<file path="src/rtl/core/fgsc_pkg.sv">
// shared types and constants for the four-glyph seal compositor
// no dependencies; imported by the compositor top level, its registers and its glyph store

package fgsc_pkg;

  // parameter defaults
  localparam int unsigned GLYPH_MAX_DFLT  = 32;
  localparam int unsigned COORD_BITS_DFLT = 8;

  // apb address width: eight registers at 4-byte spacing
  localparam int unsigned PADDR_W = 5;

  // operation codes
  localparam logic OP_LOAD  = 1'b0;
  localparam logic OP_QUERY = 1'b1;

  // register indexes
  typedef enum logic [2:0] {
    REG_GLYPH_WIDTH  = 3'd0,
    REG_GLYPH_HEIGHT = 3'd1,
    REG_GAP          = 3'd2,
    REG_FRAME_WIDTH  = 3'd3,
    REG_MARGIN       = 3'd4,
    REG_FRAME_ENABLE = 3'd5,
    REG_FRAME_ROUND  = 3'd6,
    REG_LAYOUT_MODE  = 3'd7
  } reg_idx_e;

  // raw configuration registers
  typedef struct packed {
    logic [5:0] glyph_width;
    logic [5:0] glyph_height;
    logic [3:0] gap;
    logic [3:0] frame_width;
    logic [3:0] margin;
    logic       frame_enable;
    logic       frame_round;
    logic       layout_mode;
  } cfg_t;

  // seal geometry derived from the configuration
  typedef struct packed {
    logic [7:0]  side;
    logic [3:0]  frame_width;
    logic        frame_enable;
    logic        frame_round;
    logic        layout_mode;
    logic [7:0]  lo0;
    logic [7:0]  hi0_x;
    logic [7:0]  lo1_x;
    logic [7:0]  hi1_x;
    logic [7:0]  hi0_y;
    logic [7:0]  lo1_y;
    logic [7:0]  hi1_y;
    logic [6:0]  center;
    logic [15:0] outer_sq;
    logic [15:0] inner_sq;
    logic        inner_pos;
  } geom_t;

endpackage

</file>
<file path="src/rtl/core/fgsc_glyph_mem.sv">
// glyph row store: one write port, one registered read port
// depends on fgsc_pkg for the parameter default

module fgsc_glyph_mem import fgsc_pkg::*; #(
  parameter int unsigned GLYPH_MAX = GLYPH_MAX_DFLT
) (
  input  logic                             clk_i,
  input  logic                             we_i,
  input  logic [$clog2(4*GLYPH_MAX)-1:0]   waddr_i,
  input  logic [31:0]                      wdata_i,
  input  logic                             re_i,
  input  logic [$clog2(4*GLYPH_MAX)-1:0]   raddr_i,
  output logic [31:0]                      rdata_o
);

  localparam int unsigned DEPTH = 4 * GLYPH_MAX;

  logic [31:0] mem_q [DEPTH];
  logic [31:0] rdata_q;

  // write port
  always_ff @(posedge clk_i) begin
    if (we_i) begin
      mem_q[waddr_i] <= wdata_i;
    end
  end

  // read port, old data on a same-address collision
  always_ff @(posedge clk_i) begin
    if (re_i) begin
      rdata_q <= mem_q[raddr_i];
    end
  end

  assign rdata_o = rdata_q;

endmodule

</file>
<file path="config.mk">
export PLATFORM = sky130hd
export DESIGN_NAME = fgsc_glyph_mem
export DESIGN_NICKNAME = d
export VERILOG_FILES = /design/src/rtl/core/fgsc_pkg.sv /design/src/rtl/core/fgsc_glyph_mem.sv
export SDC_FILE = /design/constraint.sdc
export NUM_CORES = 2
export LEC_CHECK = 0
export BUFFER_PORTS_ARGS = -buffer_cell sky130_fd_sc_hd__buf_2
export CAP_MARGIN = 20
export CORE_MARGIN = 5
export CORE_UTILIZATION = 60
export DETAILED_ROUTE_END_ITERATION = 8
export PLACE_DENSITY = 0.76
export RECOVER_POWER = 50
export SLEW_MARGIN = 20
export SYNTH_ARGS = -nofsm -noshare
export SYNTH_HDL_FRONTEND = slang
export SYNTH_SLANG_ARGS = --single-unit
</file>
<file path="constraint.sdc">
create_clock -name clk_i -period 8.45 [get_ports clk_i]
set_input_delay 1.2675 -clock clk_i [delete_from_list [all_inputs] [get_ports clk_i]]
set_output_delay 1.2675 -clock clk_i [all_outputs]
set_load 0.005 [all_outputs]
</file>
==> reports/qor.csv <==
metric;value;unit
Mean Syn Cell Area;26.1;sq um
post-layout util;0.674;
R2R cell count;4;
Metal-1 WL;139;mm
Psw;9030;uW
CP Cell Sequence;clkbuf_1 -> clkbuf_1;
Clock Sinks;4128;
synth unique cells;16;
global-route wire length before repair;604;mm
pwr/cell area;241;nW/um^2
CTS buffer count;398;
max-cap violations;66;
Ports;81;
clk_skew;0.0586;ns
drt initial violations;14300;
syn nets;6039;
row cnt;187;
gr usage total;0.323;
Required @ worst endpoint;8.60;ns
Sw Ratio;0.214;
commonest non-fill, non-tap cell in the layout;edfxtp_1;
Max Slew Vio Count;4232;
Non-Filler Instances;10100;
Port Buffers;80;
fmax;155;MHz
RSZ-0062 raised after global routing;no;
Clock power frac;0.410;
clock root cell;clkbuf_16;
Tcrit/Tclk final;0.762;
Hold Fails Final Rpt;0;
sequential cell area;124000;sq um
Longest Clk Path Bufs;4;
DRC errors left;0;
post-route ant nets;0;
Ys Warns;0;
die area;271000;sq um
fillers;14600;
layout cell share with drive strength beyond 1;0.344;
CP max stage delay;3.22;ns
post-synthesis cell count;5990;
most used cell, CP;clkbuf_1;
Die Span X;521;microns
hold crit path type;primary input to flip-flop;
vias in the first global route;76100;
top sig layer;met5;
P&R area growth vs syn;11.8;%
Core Box Area;260000;sq um
violated checks;capacitance limit, slew limit;
static leakage;0.0534;uW
pre-CTS setup slack;3.10;ns
post-CTS setup buffers;0;
crit path max-delay cell type;clkbuf_1;
CP delay by family, top;buffers and inverters;
clock latency on the worst-skew pair;1.00;ns
Detailed Place HPWL;207;mm
Worst Tran Pin Value;5.16;ns
Final Hold Slack;1.07;ns
post-DR vias/cell;7.37;
post-cts sizing count;0;
number of setup violations in the final report;0;
Slew HR;-2.44;
Setup crit start kind;primary input;
crit-path max FO;71;
Synth Register Bits;4128;
vias;74500;
CTS hold repair buffers;0;
critical path buffer and inverter count;2;
H-Tree Depth;5;
sequential share of power;0.540;
Setup WS post-layout;2.01;ns
final worst path period need;6.44;ns
Post-Synthesis Cell Area;157000;sq um
final WL;435;mm
Worst-path clk slew;0.06;ns
wire per inst;43.0;microns
initial antenna violation count;51;
Int Power;33100;uW
GPL Wtd Cong;0.805;
status;complete, but fails checks;
post-synthesis sequential area ratio;0.792;
placed cells;9376;
logic depth of the worst path, buffers included;2;
combinational share of power;0.051;
grt total ovfl;0;
fin nets;6423;
CP Capture Type;flip-flop;
VDD IR max;0.286;mV
TritonCTS clock tree;done;
Met2 Wirelength;207;mm
Initial Utilization;0.603;
area of the multi-input gates;32200;sq um
largest net degree at the start of global routing;125;
hold path depth;1;
die height;521;microns
Setup CP Type;primary input to flip-flop;
most frequent cells in the layout;4128 x edfxtp_1, 1344 x mux4_2, 401 x clkbuf_16, 164 x buf_4, 121 x clkbuf_1;
crit path DAT;6.59;ns
total iterations of the first detailed-routing run;8;
metal3 WL;63.7;mm
setup TNS;0;ns
-- final timing paths --
check                               startpoint  slack (ns)             to
worst min register to register   mem_q[74][26]        1.22    rdata_o[26]
worst min-delay path               wdata_i[18]        1.07  mem_q[87][18]
worst max-delay path                wdata_i[7]        2.01   mem_q[35][7]
worst max register to register  mem_q[125][10]        5.61    rdata_o[10]
-- sequential cells by signal, indices dropped and copies added, names as in the netlist --
name,count
rdata_o,32
mem_q,4096
-- power groups by stage --
stage	Sequential (uW)	Combinational (uW)	Clock [uW]
after floorplan	23100	1090	0
after global placement	23100	2020	0
after detailed placement	23100	2060	0
after CTS	22700	2110	17300
after global routing	22700	2200	18300
final	22700	2140	17300
-- routing by layer --
metal / vias to the layer above / global-route usage
met1: 39100 / 0.436
li1: 27200 / -
met5: - / 0.00491
met4: 20 / 0.145
met2: 6963 / 0.500
met3: 1285 / 0.0960
-- per-stage QoR --
step / area, sq um / total power, uW
2_1_floorplan: 157000 / 24200
4_1_cts: 175000 / 42100
6_report: 175000 / 42200
5_1_grt: 175000 / 43300
3_5_place_dp: 163000 / 25200
3_3_place_gp: 163000 / 25100
-- synth_stat cells --
cell type,instances,area share
nand2_1,14,0.00034
nand4_1,3,0.00012
nand3_1,12,0.00038
nor3_1,9,0.00029
mux4_2,1344,0.19
buf_6,2,0.00014
clkbuf_1,182,0.0044
nor2_1,122,0.0029
or3_1,1,0.000040
edfxtp_1,4128,0.79
buf_2,79,0.0025
mux2_2,32,0.0023
nor2b_1,7,0.00028
buf_1,50,0.0012
buf_4,3,0.00014
nand2b_1,2,0.000080
-- worst reg2reg max path, cell delays in order (launching register included) --
cell and delay [ns]:
edfxtp_1 0.41, mux4_2 0.54, mux4_2 0.63, mux4_2 0.67, mux2_2 0.34
-- cell type report --
cell class | instances | share of cell area
flip-flops and latches | 4128 | 0.708
multi-input cells | 1546 | 0.184
clock buffers | 455 | 0.0585
well taps | 3402 | 0.0243
repair buffers | 300 | 0.0128
clock inverters | 252 | 0.0119
diodes | 33 | 0.000472
-- logic make-up after synthesis --
kind of cell  after synthesis  synth area share
flops                    4128             0.792
buf+inv                   316           0.00837
mux                      1376             0.196
simple gates              170           0.00445
Power figures use the tool's default switching activity.
