$ cat config.mk
export PLATFORM = sky130hd
export DESIGN_NAME = fgsc_regs
export DESIGN_NICKNAME = d
export VERILOG_FILES = /design/src/rtl/core/fgsc_pkg.sv /design/src/rtl/core/fgsc_regs.sv
export SDC_FILE = /design/constraint.sdc
export NUM_CORES = 1
export LEC_CHECK = 0
export BUFFER_PORTS_ARGS = -buffer_cell sky130_fd_sc_hd__buf_2
export CAP_MARGIN = 15
export CORE_ASPECT_RATIO = 0.7
export CORE_UTILIZATION = 35
export CTS_CLUSTER_SIZE = 12
export DETAILED_ROUTE_END_ITERATION = 8
export GPL_ROUTABILITY_DRIVEN = 0
export PLACE_DENSITY_LB_ADDON = 0.08
export RECOVER_POWER = 25
export SETUP_SLACK_MARGIN = 0.1
export SYNTH_ARGS = -nofsm -noshare
export SYNTH_HDL_FRONTEND = slang
export SYNTH_SLANG_ARGS = --single-unit
$ cat constraint.sdc
create_clock -name clk_i -period 10.8 [get_ports clk_i]
set_clock_uncertainty 0.05 [all_clocks]
set_input_delay 2.16 -clock clk_i [delete_from_list [all_inputs] [get_ports clk_i]]
set_output_delay 2.16 -clock clk_i [all_outputs]
set_load 0.02 [all_outputs]
$ cat src/rtl/core/fgsc_pkg.sv
// shared types and constants for the four-glyph seal compositor
// no dependencies; imported by the compositor top level, its registers and its glyph store

package fgsc_pkg;

  // parameter defaults
  localparam int unsigned GLYPH_MAX_DFLT  = 32;
  localparam int unsigned COORD_BITS_DFLT = 8;

  // apb address width: eight registers at 4-byte spacing
  localparam int unsigned PADDR_W = 5;

  // operation codes
  localparam logic OP_LOAD  = 1'b0;
  localparam logic OP_QUERY = 1'b1;

  // register indexes
  typedef enum logic [2:0] {
    REG_GLYPH_WIDTH  = 3'd0,
    REG_GLYPH_HEIGHT = 3'd1,
    REG_GAP          = 3'd2,
    REG_FRAME_WIDTH  = 3'd3,
    REG_MARGIN       = 3'd4,
    REG_FRAME_ENABLE = 3'd5,
    REG_FRAME_ROUND  = 3'd6,
    REG_LAYOUT_MODE  = 3'd7
  } reg_idx_e;

  // raw configuration registers
  typedef struct packed {
    logic [5:0] glyph_width;
    logic [5:0] glyph_height;
    logic [3:0] gap;
    logic [3:0] frame_width;
    logic [3:0] margin;
    logic       frame_enable;
    logic       frame_round;
    logic       layout_mode;
  } cfg_t;

  // seal geometry derived from the configuration
  typedef struct packed {
    logic [7:0]  side;
    logic [3:0]  frame_width;
    logic        frame_enable;
    logic        frame_round;
    logic        layout_mode;
    logic [7:0]  lo0;
    logic [7:0]  hi0_x;
    logic [7:0]  lo1_x;
    logic [7:0]  hi1_x;
    logic [7:0]  hi0_y;
    logic [7:0]  lo1_y;
    logic [7:0]  hi1_y;
    logic [6:0]  center;
    logic [15:0] outer_sq;
    logic [15:0] inner_sq;
    logic        inner_pos;
  } geom_t;

endpackage

$ cat src/rtl/core/fgsc_regs.sv
// apb configuration registers and the registered seal geometry
// depends on fgsc_pkg for cfg_t, geom_t and register indexes

module fgsc_regs import fgsc_pkg::*; #(
  parameter int unsigned COORD_BITS = COORD_BITS_DFLT
) (
  input  logic               clk_i,
  input  logic               rst_ni,
  input  logic               psel,
  input  logic               penable,
  input  logic               pwrite,
  input  logic [PADDR_W-1:0] paddr,
  input  logic [31:0]        pwdata,
  output logic [31:0]        prdata,
  output logic               pready,
  output geom_t              geom_o
);

  localparam int unsigned SIDE_LIM = (1 << COORD_BITS) - 1;

  reg_idx_e    idx;
  cfg_t        cfg_q;
  geom_t       geom_d;
  geom_t       geom_q;
  logic [6:0]  dbl_w;
  logic [6:0]  dbl_h;
  logic [8:0]  side_raw;
  logic [7:0]  side;
  logic [4:0]  org;
  logic [7:0]  radius;
  logic [7:0]  radius_p1;
  logic signed [9:0] inner_l;
  logic [7:0]  inner_abs;

  assign idx    = reg_idx_e'(paddr[PADDR_W-1:2]);
  assign pready = 1'b1;

  // register writes
  always_ff @(posedge clk_i or negedge rst_ni) begin
    if (!rst_ni) begin
      cfg_q.glyph_width  <= 6'd16;
      cfg_q.glyph_height <= 6'd16;
      cfg_q.gap          <= 4'd4;
      cfg_q.frame_width  <= 4'd4;
      cfg_q.margin       <= 4'd4;
      cfg_q.frame_enable <= 1'b1;
      cfg_q.frame_round  <= 1'b0;
      cfg_q.layout_mode  <= 1'b0;
    end else if (psel && penable && pwrite) begin
      case (idx)
        REG_GLYPH_WIDTH:  cfg_q.glyph_width  <= pwdata[5:0];
        REG_GLYPH_HEIGHT: cfg_q.glyph_height <= pwdata[5:0];
        REG_GAP:          cfg_q.gap          <= pwdata[3:0];
        REG_FRAME_WIDTH:  cfg_q.frame_width  <= pwdata[3:0];
        REG_MARGIN:       cfg_q.margin       <= pwdata[3:0];
        REG_FRAME_ENABLE: cfg_q.frame_enable <= pwdata[0];
        REG_FRAME_ROUND:  cfg_q.frame_round  <= pwdata[0];
        REG_LAYOUT_MODE:  cfg_q.layout_mode  <= pwdata[0];
        default:          ;
      endcase
    end
  end

  // register readback
  always_comb begin
    case (idx)
      REG_GLYPH_WIDTH:  prdata = 32'(cfg_q.glyph_width);
      REG_GLYPH_HEIGHT: prdata = 32'(cfg_q.glyph_height);
      REG_GAP:          prdata = 32'(cfg_q.gap);
      REG_FRAME_WIDTH:  prdata = 32'(cfg_q.frame_width);
      REG_MARGIN:       prdata = 32'(cfg_q.margin);
      REG_FRAME_ENABLE: prdata = 32'(cfg_q.frame_enable);
      REG_FRAME_ROUND:  prdata = 32'(cfg_q.frame_round);
      REG_LAYOUT_MODE:  prdata = 32'(cfg_q.layout_mode);
      default:          prdata = 32'd0;
    endcase
  end

  // side length with saturation
  always_comb begin
    dbl_w    = {1'b0, cfg_q.glyph_width} << 1;
    dbl_h    = {1'b0, cfg_q.glyph_height} << 1;
    side_raw = 9'((dbl_w > dbl_h) ? dbl_w : dbl_h) + 9'(cfg_q.gap)
             + {4'd0, cfg_q.margin, 1'b0}
             + (cfg_q.frame_enable ? {4'd0, cfg_q.frame_width, 1'b0} : 9'd0);
    side     = (32'(side_raw) > SIDE_LIM) ? 8'(SIDE_LIM) : side_raw[7:0];
    org      = 5'(cfg_q.margin) + (cfg_q.frame_enable ? 5'(cfg_q.frame_width) : 5'd0);
  end

  // quadrant edges and ring radii
  always_comb begin
    geom_d.side         = side;
    geom_d.frame_width  = cfg_q.frame_width;
    geom_d.frame_enable = cfg_q.frame_enable;
    geom_d.frame_round  = cfg_q.frame_round;
    geom_d.layout_mode  = cfg_q.layout_mode;
    geom_d.lo0          = 8'(org);
    geom_d.hi0_x        = 8'(org) + 8'(cfg_q.glyph_width);
    geom_d.lo1_x        = geom_d.hi0_x + 8'(cfg_q.gap);
    geom_d.hi1_x        = geom_d.lo1_x + 8'(cfg_q.glyph_width);
    geom_d.hi0_y        = 8'(org) + 8'(cfg_q.glyph_height);
    geom_d.lo1_y        = geom_d.hi0_y + 8'(cfg_q.gap);
    geom_d.hi1_y        = geom_d.lo1_y + 8'(cfg_q.glyph_height);
    geom_d.center       = side[7:1];
    radius              = {1'b0, side[7:1]} - {5'd0, cfg_q.frame_width[3:1]};
    radius_p1           = radius + 8'd1;
    inner_l             = $signed({2'b00, radius}) - $signed({6'd0, cfg_q.frame_width});
    inner_abs           = inner_l[7:0];
    geom_d.outer_sq     = 16'(radius_p1) * 16'(radius_p1);
    geom_d.inner_sq     = 16'(inner_abs) * 16'(inner_abs);
    geom_d.inner_pos    = (inner_l > 10'sd0);
  end

  // geometry follows the registers in the next cycle
  always_ff @(posedge clk_i) begin
    geom_q <= geom_d;
  end

  assign geom_o = geom_q;

endmodule

==> results of run 1 <==
-- metal layers --
metal | global-route usage | part of all wire | vias to the layer above
met1 | 0.2700 | 0.59 | 2951
met2 | 0.1986 | 0.36 | 138
met4 | 0.03733 | 0.0069 | 0
met3 | 0.03771 | 0.047 | 8
li1 | - | - | 3197
met5 | 0 | 0 | -
-- worst paths after layout --
kind	endpoint	slack (ns)	depth (start not counted)
max reg2reg	geom_o[16]	0.64	44
max in group asynchronous	cfg_q[18]	7.69	1
min reg2reg	geom_o[96]	0.36	0
min	geom_o[96]	0.36	0
max	geom_o[16]	0.64	44
min in group asynchronous	cfg_q[21]	2.08	1
-- area by class of cell --
type / count / area [µm²]
flip-flops and latches: 124 / 2625
inverters: 142 / 533.0
multi-input cells: 622 / 5660
clock inverters: 12 / 156.4
well taps: 325 / 406.6
fillers: 2500 / 14250
repair buffers: 158 / 872.1
clock buffers: 20 / 478.0
-- Yosys cell counts (5+ instances only) --
cell type | number | share of area
inv_1 | 141 | 0.059
o21ai_0 | 33 | 0.018
clkbuf_1 | 9 | 0.0037
nand2_1 | 32 | 0.013
dfstp_2 | 6 | 0.017
a21oi_1 | 44 | 0.024
nor2_1 | 62 | 0.026
xor2_1 | 17 | 0.017
buf_4 | 41 | 0.034
nand2b_1 | 13 | 0.0090
nand3_1 | 7 | 0.0039
dfrtp_1 | 21 | 0.058
mux2_2 | 22 | 0.028
dfxtp_1 | 97 | 0.22
fa_1 | 66 | 0.15
o21bai_1 | 8 | 0.0067
nor3_1 | 10 | 0.0056
mux4_2 | 5 | 0.013
and2_1 | 8 | 0.0056
ha_1 | 113 | 0.16
xnor2_1 | 54 | 0.052
nor2b_1 | 13 | 0.0090
mux2i_1 | 5 | 0.0056
a21o_1 | 20 | 0.017
-- kinds of logic after synthesis --
logic type | synth area share
AND/OR/NAND/NOR | 0.08611
XOR/XNOR | 0.07819
multiplexers | 0.04556
buffers and inverters | 0.09750
adder cells (fa/ha/maj) | 0.3049
AO/OA/AOI/OAI | 0.09556
other | 0.0008336
flip-flops | 0.2914
-- metrics by stage --
stage | hold WS [ns] | setup slack [ns] | instance area [µm²] | utilization
final | 0.3565 | 0.6428 | 10730 | 0.4295
after global routing | 0.3762 | 0.1115 | 10730 | 0.4295
after CTS | 0.3622 | 0.5768 | 10730 | 0.4295
after detailed placement | 0.3338 | 0.6457 | 10100 | 0.4041
after global placement | 0.3511 | 0.6120 | 10100 | 0.4041
after floorplan | 0.3090 | 0.8605 | 9151 | -
-- flip-flops by register name, summed over array words and instances, names as in the netlist --
signal,count
geom_o,97
cfg_q,27
-- what timing repair did --
action | in CTS | in global routing
hold endpoints to repair | 0 | 0
gates resized for setup | 0 | 2
buffers inserted | 0 | 0
setup endpoints to repair | 0 | 2
==> flow_summary.yaml, run 1 <==
synth:
  netlist_area_um2: 9009
  syn_inst: 901
  synth_area_per_cell_um2: 9.998
  ys_seq_elements: 124
  synth_edf_count: 0
  yosys_warnings: 0
  yosysSeqAreaShare: 0.2914
  ys_types: 59
  ys_async_sr_fraction: 0.2177
  synth_flop_cell: "dfxtp_1"
floorplan:
  start_util: 0.3606
  dieArea_um2: 26400
  die_y_um: 136.2
  io_pins: 186
  rows: 48
  fp.coreArea_um2: 24980
  die_x_um: 193.8
cts:
  cts_tree: "done"
  ctsHoldBuffers: 0
  numCtsBuffers: 17
  clock_sinks: 124
  root_buffer: "clkbuf_16"
  clkTransAtPathRegs_ns: 0.06
  cts_max_path_buffers: 2
  clk_latency_ns: 0.42
  htree_levels: 4
cells_and_area:
  final_nets: 1286
  diodes: 0
  mostFrequentLayoutCell: "inv_1"
  drive_gt1_frac: 0.2152
  mostFrequentLayoutCells: "141 x inv_1, 118 x buf_2, 113 x ha_1"
  area_delta_synth_final_pct: 19.12
  fin_cells: 1403
route:
  via_count: 6294
  vias_per_cell: 4.486
  wl_um: 20370
  wl_per_cell_um: 14.52
  drc_errors: 0
  ant_nets: 0
  drt_iter0_drc: 290
  drtPass1Iterations: 5
timing:
  slew_headroom: -0.05900
  hold_viol: 0
  setup_viol: 0
  fin_crit_sh: 0.9405
  slew_viol_final: 28
  clock.fmax_mhz: 98.45
  tightestPinTransition_ns: 1.589
  period_needed_ns: 10.16
  setup_tns_ns: 0
  rsz0062_at_grt: "false"
job:
  drv_cap: 1
run_status:
  status: "finished with violations"
  violations: "capacitance limit, slew limit"
global_routing:
  grt_overflow: 0
  groute.usage.overall: 0.1625
  grt_pass1_wl_um: 33010
  grt_pass1_vias: 5994
  grt_max_degree: 28
  antenna_found_initial: 0
place:
  dp_hpwl_um: 16820
  dp.cells: 1371
  io_buffers: 123
setup_path:
  r2r_start: "cfg_q[16]"
  cp_num_buf_inv: 13
  cp-startpoint: "cfg_q[16]"
  cp.required_ns: 11.06
  worstSetupEndpointType: "flop"
  start_kind: "flop"
  path_delay_family: "adder cells"
  arrival_ns: 10.41
  crit_fanout: 9
  crit_path_top_delay_cell: "fa_1"
  max_stage_delay_ns: 0.51
  critical_path_class: "reg2reg"
  cp_common_cell: "inv_1"
min_path:
  hp-start: "cfg_q[0]"
  hold_path.class: "reg2reg"
Power of run 1 is not shown: default switching activity piles up to over one toggle a cycle in this logic, so the estimate is an artifact.
==> run 2: changes to the inputs <==
--- a/config.mk
+++ b/config.mk
@@ -8,13 +8,14 @@
 export BUFFER_PORTS_ARGS = -buffer_cell sky130_fd_sc_hd__buf_2
 export CAP_MARGIN = 15
 export CORE_ASPECT_RATIO = 0.7
-export CORE_UTILIZATION = 35
+export CORE_UTILIZATION = 56
 export CTS_CLUSTER_SIZE = 12
 export DETAILED_ROUTE_END_ITERATION = 8
 export GPL_ROUTABILITY_DRIVEN = 0
 export PLACE_DENSITY_LB_ADDON = 0.08
 export RECOVER_POWER = 25
-export SETUP_SLACK_MARGIN = 0.1
+export REMOVE_ABC_BUFFERS = 1
+export SETUP_SLACK_MARGIN = 0.2
 export SYNTH_ARGS = -nofsm -noshare
 export SYNTH_HDL_FRONTEND = slang
 export SYNTH_SLANG_ARGS = --single-unit
==> run 2 against run 1 <==
Effect of this change: the flow still finishes with violations (capacitance limit, slew limit); worst hold slack worse by 0.0099 ns; wire length is 12% lower; final cell count is 10% lower; non-clock buffer count is 19 lower; cell area is 2.8% lower; register-to-register slack better by 0.16 ns; critical path depth is 5 lower; global-route usage is 7.4 points higher; critical path type unchanged.
==> flow_summary.yaml, run 2 (synthesis results as in run 1) <==
place:
  io_buffers: 123
  placed_area_um2: 9798
  dp_hpwl_um: 14330
route:
  drc_errors: 0
  ant_nets: 0
  wl_per_cell_um: 14.22
  via_count: 6303
  vias_per_cell: 5.006
  drt_iter0_drc: 299
  drtPass1Iterations: 4
  wl_um: 17900
setup_path:
  start_kind: "flop"
  cp_common_cell: "inv_1"
  cp.required_ns: 11.05
  arrival_ns: 10.25
  critical_path_class: "reg2reg"
  worstSetupEndpointType: "flop"
  cp_num_buf_inv: 9
  cp-startpoint: "cfg_q[16]"
  crit_path_top_delay_cell: "fa_1"
  crit_fanout: 9
  path_delay_family: "adder cells"
  r2r_start: "cfg_q[16]"
  max_stage_delay_ns: 0.55
cells_and_area:
  final_nets: 1267
  largest_reg_flops: 97
  diodes: 0
  mostFrequentLayoutCells: "141 x inv_1, 121 x buf_2, 112 x ha_1"
  drive_gt1_frac: 0.2068
  multi_input_area_um2: 5682
  mostFrequentLayoutCell: "inv_1"
  fill_cells: 1296
  seqCellArea_um2: 2626
  area_delta_synth_final_pct: 15.79
  fin_area_um2: 10430
cts:
  clk_latency_ns: 0.42
  clkTransAtPathRegs_ns: 0.06
  root_buffer: "clkbuf_16"
  cts_setup_buffers: 0
  cts_max_path_buffers: 2
  clock_sinks: 124
  numCtsBuffers: 17
  cts_tree: "done"
  htree_levels: 4
run_status:
  status: "finished with violations"
  violations: "capacitance limit, slew limit"
min_path:
  hp-start: "cfg_q[0]"
  hold_path.class: "reg2reg"
floorplan:
  io_pins: 186
  dieArea_um2: 16610
  fp.coreArea_um2: 15600
  start_util: 0.5777
  die_x_um: 153.6
  rows: 38
  die_y_um: 108.1
global_routing:
  grt_max_degree: 28
  grt_pass1_wl_um: 30450
  antenna_found_initial: 0
  groute.usage.overall: 0.2360
  grt_overflow: 0
  grt_pass1_vias: 6085
timing:
  setup_viol: 0
  setup_tns_ns: 0
  slew_headroom: -0.02902
  rsz0062_at_grt: "false"
  period_needed_ns: 9.996
  slew_viol_final: 28
  clock.fmax_mhz: 100.0
  fin_crit_sh: 0.9256
  tightestPinTransition_ns: 1.544
  hold_viol: 0
job:
  drv_cap: 1
-- run 2: cell types whose count changed in the layout (fill, tap and decap cells not counted), moves of 2 or more --
cell        delta
buf_2          +3
inv_6          +2
clkinv_4       -2
buf_4         -20
clkinvlp_4     +2
inv_4          -2
-- run 2: worst register-to-register path: cells and delay by family, from the launching register on --
family,cells,cell delay (ns)
and+or+nand+nor,3,0.42
muxes,1,0.14
xor gates and xnor gates,3,0.70
DFF,1,0.44
adders and majority gates,12,5.16
AOI/OAI and AO/OA,11,2.26
buffers and inverters,9,0.70
-- run 2: repair_timing --
item | 4_1_cts | 5_1_grt
hold buffers | 0 | 0
resized for setup | 0 | 8
setup endpoints to repair | 0 | 6
-- run 2: final cells by class --
type | instances | area share
clock inverter | 11 | 0.01235
tap | 200 | 0.02399
multi-input combinational | 622 | 0.5447
sequential | 124 | 0.2518
inverter | 142 | 0.05110
clock buffer | 21 | 0.04618
timing repair buffer | 139 | 0.06993
-- run 2: per-stage QoR --
step | setup WS (ns) | cells | util | hold slack (ns)
CTS | 0.3517 | 1259 | 0.6674 | 0.3465
detailed placement | 0.4232 | 1227 | 0.6283 | 0.3338
global route | 0.2185 | 1259 | 0.6689 | 0.3603
finish | 0.8041 | 1259 | 0.6689 | 0.3466
global placement | 0.5188 | 1227 | 0.6283 | 0.3331
floorplan | 0.8605 | 888 | - | 0.3090
-- run 2: final timing paths --
kind / slack (ns) / cells after the start / end
setup / recovery: 0.80 / 39 / geom_o[16]
hold / removal: 0.35 / 0 / geom_o[96]
setup reg to reg: 0.80 / 39 / geom_o[16]
hold reg to reg: 0.35 / 0 / geom_o[96]
max in group asynchronous: 7.62 / 1 / cfg_q[16]
min in group asynchronous: 2.06 / 1 / cfg_q[0]
-- run 2: layer usage --
metal	routed length [µm]	track usage	part of all wire	up-vias
met5	0	0	0	-
met4	136	0.05571	0.0076	0
met3	1328	0.05812	0.074	13
met2	6772	0.3244	0.38	199
met1	9665	0.3650	0.54	2936
li1	-	-	-	3155
Power of run 2 is left out for the same reason.
==> run 3: changes to the inputs <==
==> constraint.sdc (replaced) <==
create_clock -name clk_i -period 12.2 [get_ports clk_i]
set_clock_uncertainty 0.05 [all_clocks]
set_input_delay 2.44 -clock clk_i [delete_from_list [all_inputs] [get_ports clk_i]]
set_output_delay 2.44 -clock clk_i [all_outputs]
set_load 0.02 [all_outputs]
==> run 3 against run 2 <==
Effect of this change: the run still ends with capacitance limit, slew limit left; fmax fell by 10%; wire length down 0.69%; register-to-register slack gained 0.23 ns; global-route usage fell by 0.16 points; cell area is 1.8% lower; flip-flop and latch count is the same; first-iteration DRC count is 7.7% higher; final cell count shrank 1.1%; critical path depth rose by 1; core utilization is 1.2 points lower; worst hold slack better by 0.0047 ns.
==> flow_summary.yaml, run 3 (synthesis results as in run 1) <==
timing:
  setup_tns_ns: 0
  clock.fmax_mhz: 89.56
  hold_viol: 0
  tightestPinTransition_ns: 1.584
  fin_crit_sh: 0.9152
  rsz0062_at_grt: "false"
  slew_viol_final: 28
  period_needed_ns: 11.17
  setup_viol: 0
  slew_headroom: -0.05616
setup_path:
  start_kind: "flop"
  max_stage_delay_ns: 0.58
  crit_path_top_delay_cell: "fa_1"
  cp.required_ns: 12.45
  rrSetupSlack_ns: 1.03
  worstSetupEndpointType: "flop"
  path_delay_family: "adder cells"
  critical_path_class: "reg2reg"
  r2r_end: "geom_o[16]"
  worst-r2r-cell-count: 40
  cp_num_buf_inv: 9
  arrival_ns: 11.41
  cp_common_cell: "inv_1"
  crit_fanout: 9
  r2r_start: "cfg_q[16]"
min_path:
  hp-start: "cfg_q[0]"
  hold_path.class: "reg2reg"
  hold_end: "geom_o[96]"
  hold_depth: 0
cells_and_area:
  largest_reg_flops: 97
  area_delta_synth_final_pct: 13.75
  final_nets: 1253
  mostFrequentLayoutCell: "inv_1"
  drive_gt1_frac: 0.1895
  mostFrequentLayoutCells: "141 x inv_1, 121 x buf_2, 113 x ha_1"
  diodes: 0
global_routing:
  antenna_found_initial: 0
  grt_overflow: 0
  grt_pass1_vias: 6009
  groute.usage.overall: 0.2344
  grt_pass1_wl_um: 29930
  grt_max_degree: 28
cts:
  clkTransAtPathRegs_ns: 0.06
  clock_sinks: 124
  clk_latency_ns: 0.41
  htree_levels: 4
  root_buffer: "clkbuf_16"
  cts_tree: "done"
  numCtsBuffers: 17
  cts_max_path_buffers: 2
route:
  ant_nets: 0
  drt_iter0_drc: 322
  drtPass1Iterations: 4
  wl_um: 17780
  drc_errors: 0
  vias_per_cell: 5.002
  via_count: 6227
  wl_per_cell_um: 14.28
run_status:
  violations: "capacitance limit, slew limit"
  status: "finished with violations"
floorplan:
  rows: 38
  start_util: 0.5777
  die_x_um: 153.6
  io_pins: 186
  dieArea_um2: 16610
  die_y_um: 108.1
  fp.coreArea_um2: 15600
place:
  io_buffers: 123
  dp_hpwl_um: 14090
job:
  drv_cap: 1
## run 3: changes by cell type in the layout (fill, tap and decap cells not counted), sizes merged
cell / delta
bufinv: -1
clkbuf: -2
clkinvlp: +1
inv: -1
buf: -14
clkinv: +3
## run 3: worst max-delay path by stage
stage                 endpoint  slack (ns)  cells past startpoint       from
floorplan           geom_o[16]        2.26                     39  cfg_q[16]
global placement    geom_o[16]        1.22                     39  cfg_q[16]
detailed placement  geom_o[16]        1.05                     39  cfg_q[16]
CTS                 geom_o[16]         1.0                     39  cfg_q[16]
global route        geom_o[16]        0.20                     40  cfg_q[16]
finish              geom_o[16]        1.03                     40  cfg_q[16]
## run 3: metrics by stage
stage | utilization | cells | instance area (µm²) | hold slack [ns] | setup slack (ns)
2_1_floorplan | - | 888 | 8806 | 0.3090 | 2.260
3_3_place_gp | 0.6216 | 1213 | 9693 | 0.3334 | 1.225
3_5_place_dp | 0.6216 | 1213 | 9693 | 0.3329 | 1.045
4_1_cts | 0.6570 | 1245 | 10250 | 0.3525 | 0.9962
5_1_grt | 0.6571 | 1245 | 10250 | 0.3643 | 0.2049
6_report | 0.6571 | 1245 | 10250 | 0.3513 | 1.034
## run 3: layout make-up
cell class | count | area (µm²)
clock buffer | 19 | 432.9
clock inverter | 13 | 120.1
fill | 1259 | 5348
inverter | 142 | 533.0
multi-input combinational | 622 | 5662
sequential | 124 | 2625
tap | 200 | 250.2
timing repair buffer | 125 | 624.3
## run 3: routing by layer
layer  global-route usage  share of wire  vias up
li1                     -              -     3130
met1               0.3616           0.54     2889
met2               0.3208           0.38      197
met3              0.06132          0.071       11
met4              0.05571         0.0080        0
met5                    0              0        -
## run 3: repair_timing
item                       4_1_cts  5_1_grt
setup buffers                    0        0
resized for setup                0        1
hold buffers                     0        0
setup endpoints to repair        0        1
hold endpoints to repair         0        0
Power of run 3 is left out for the same reason.
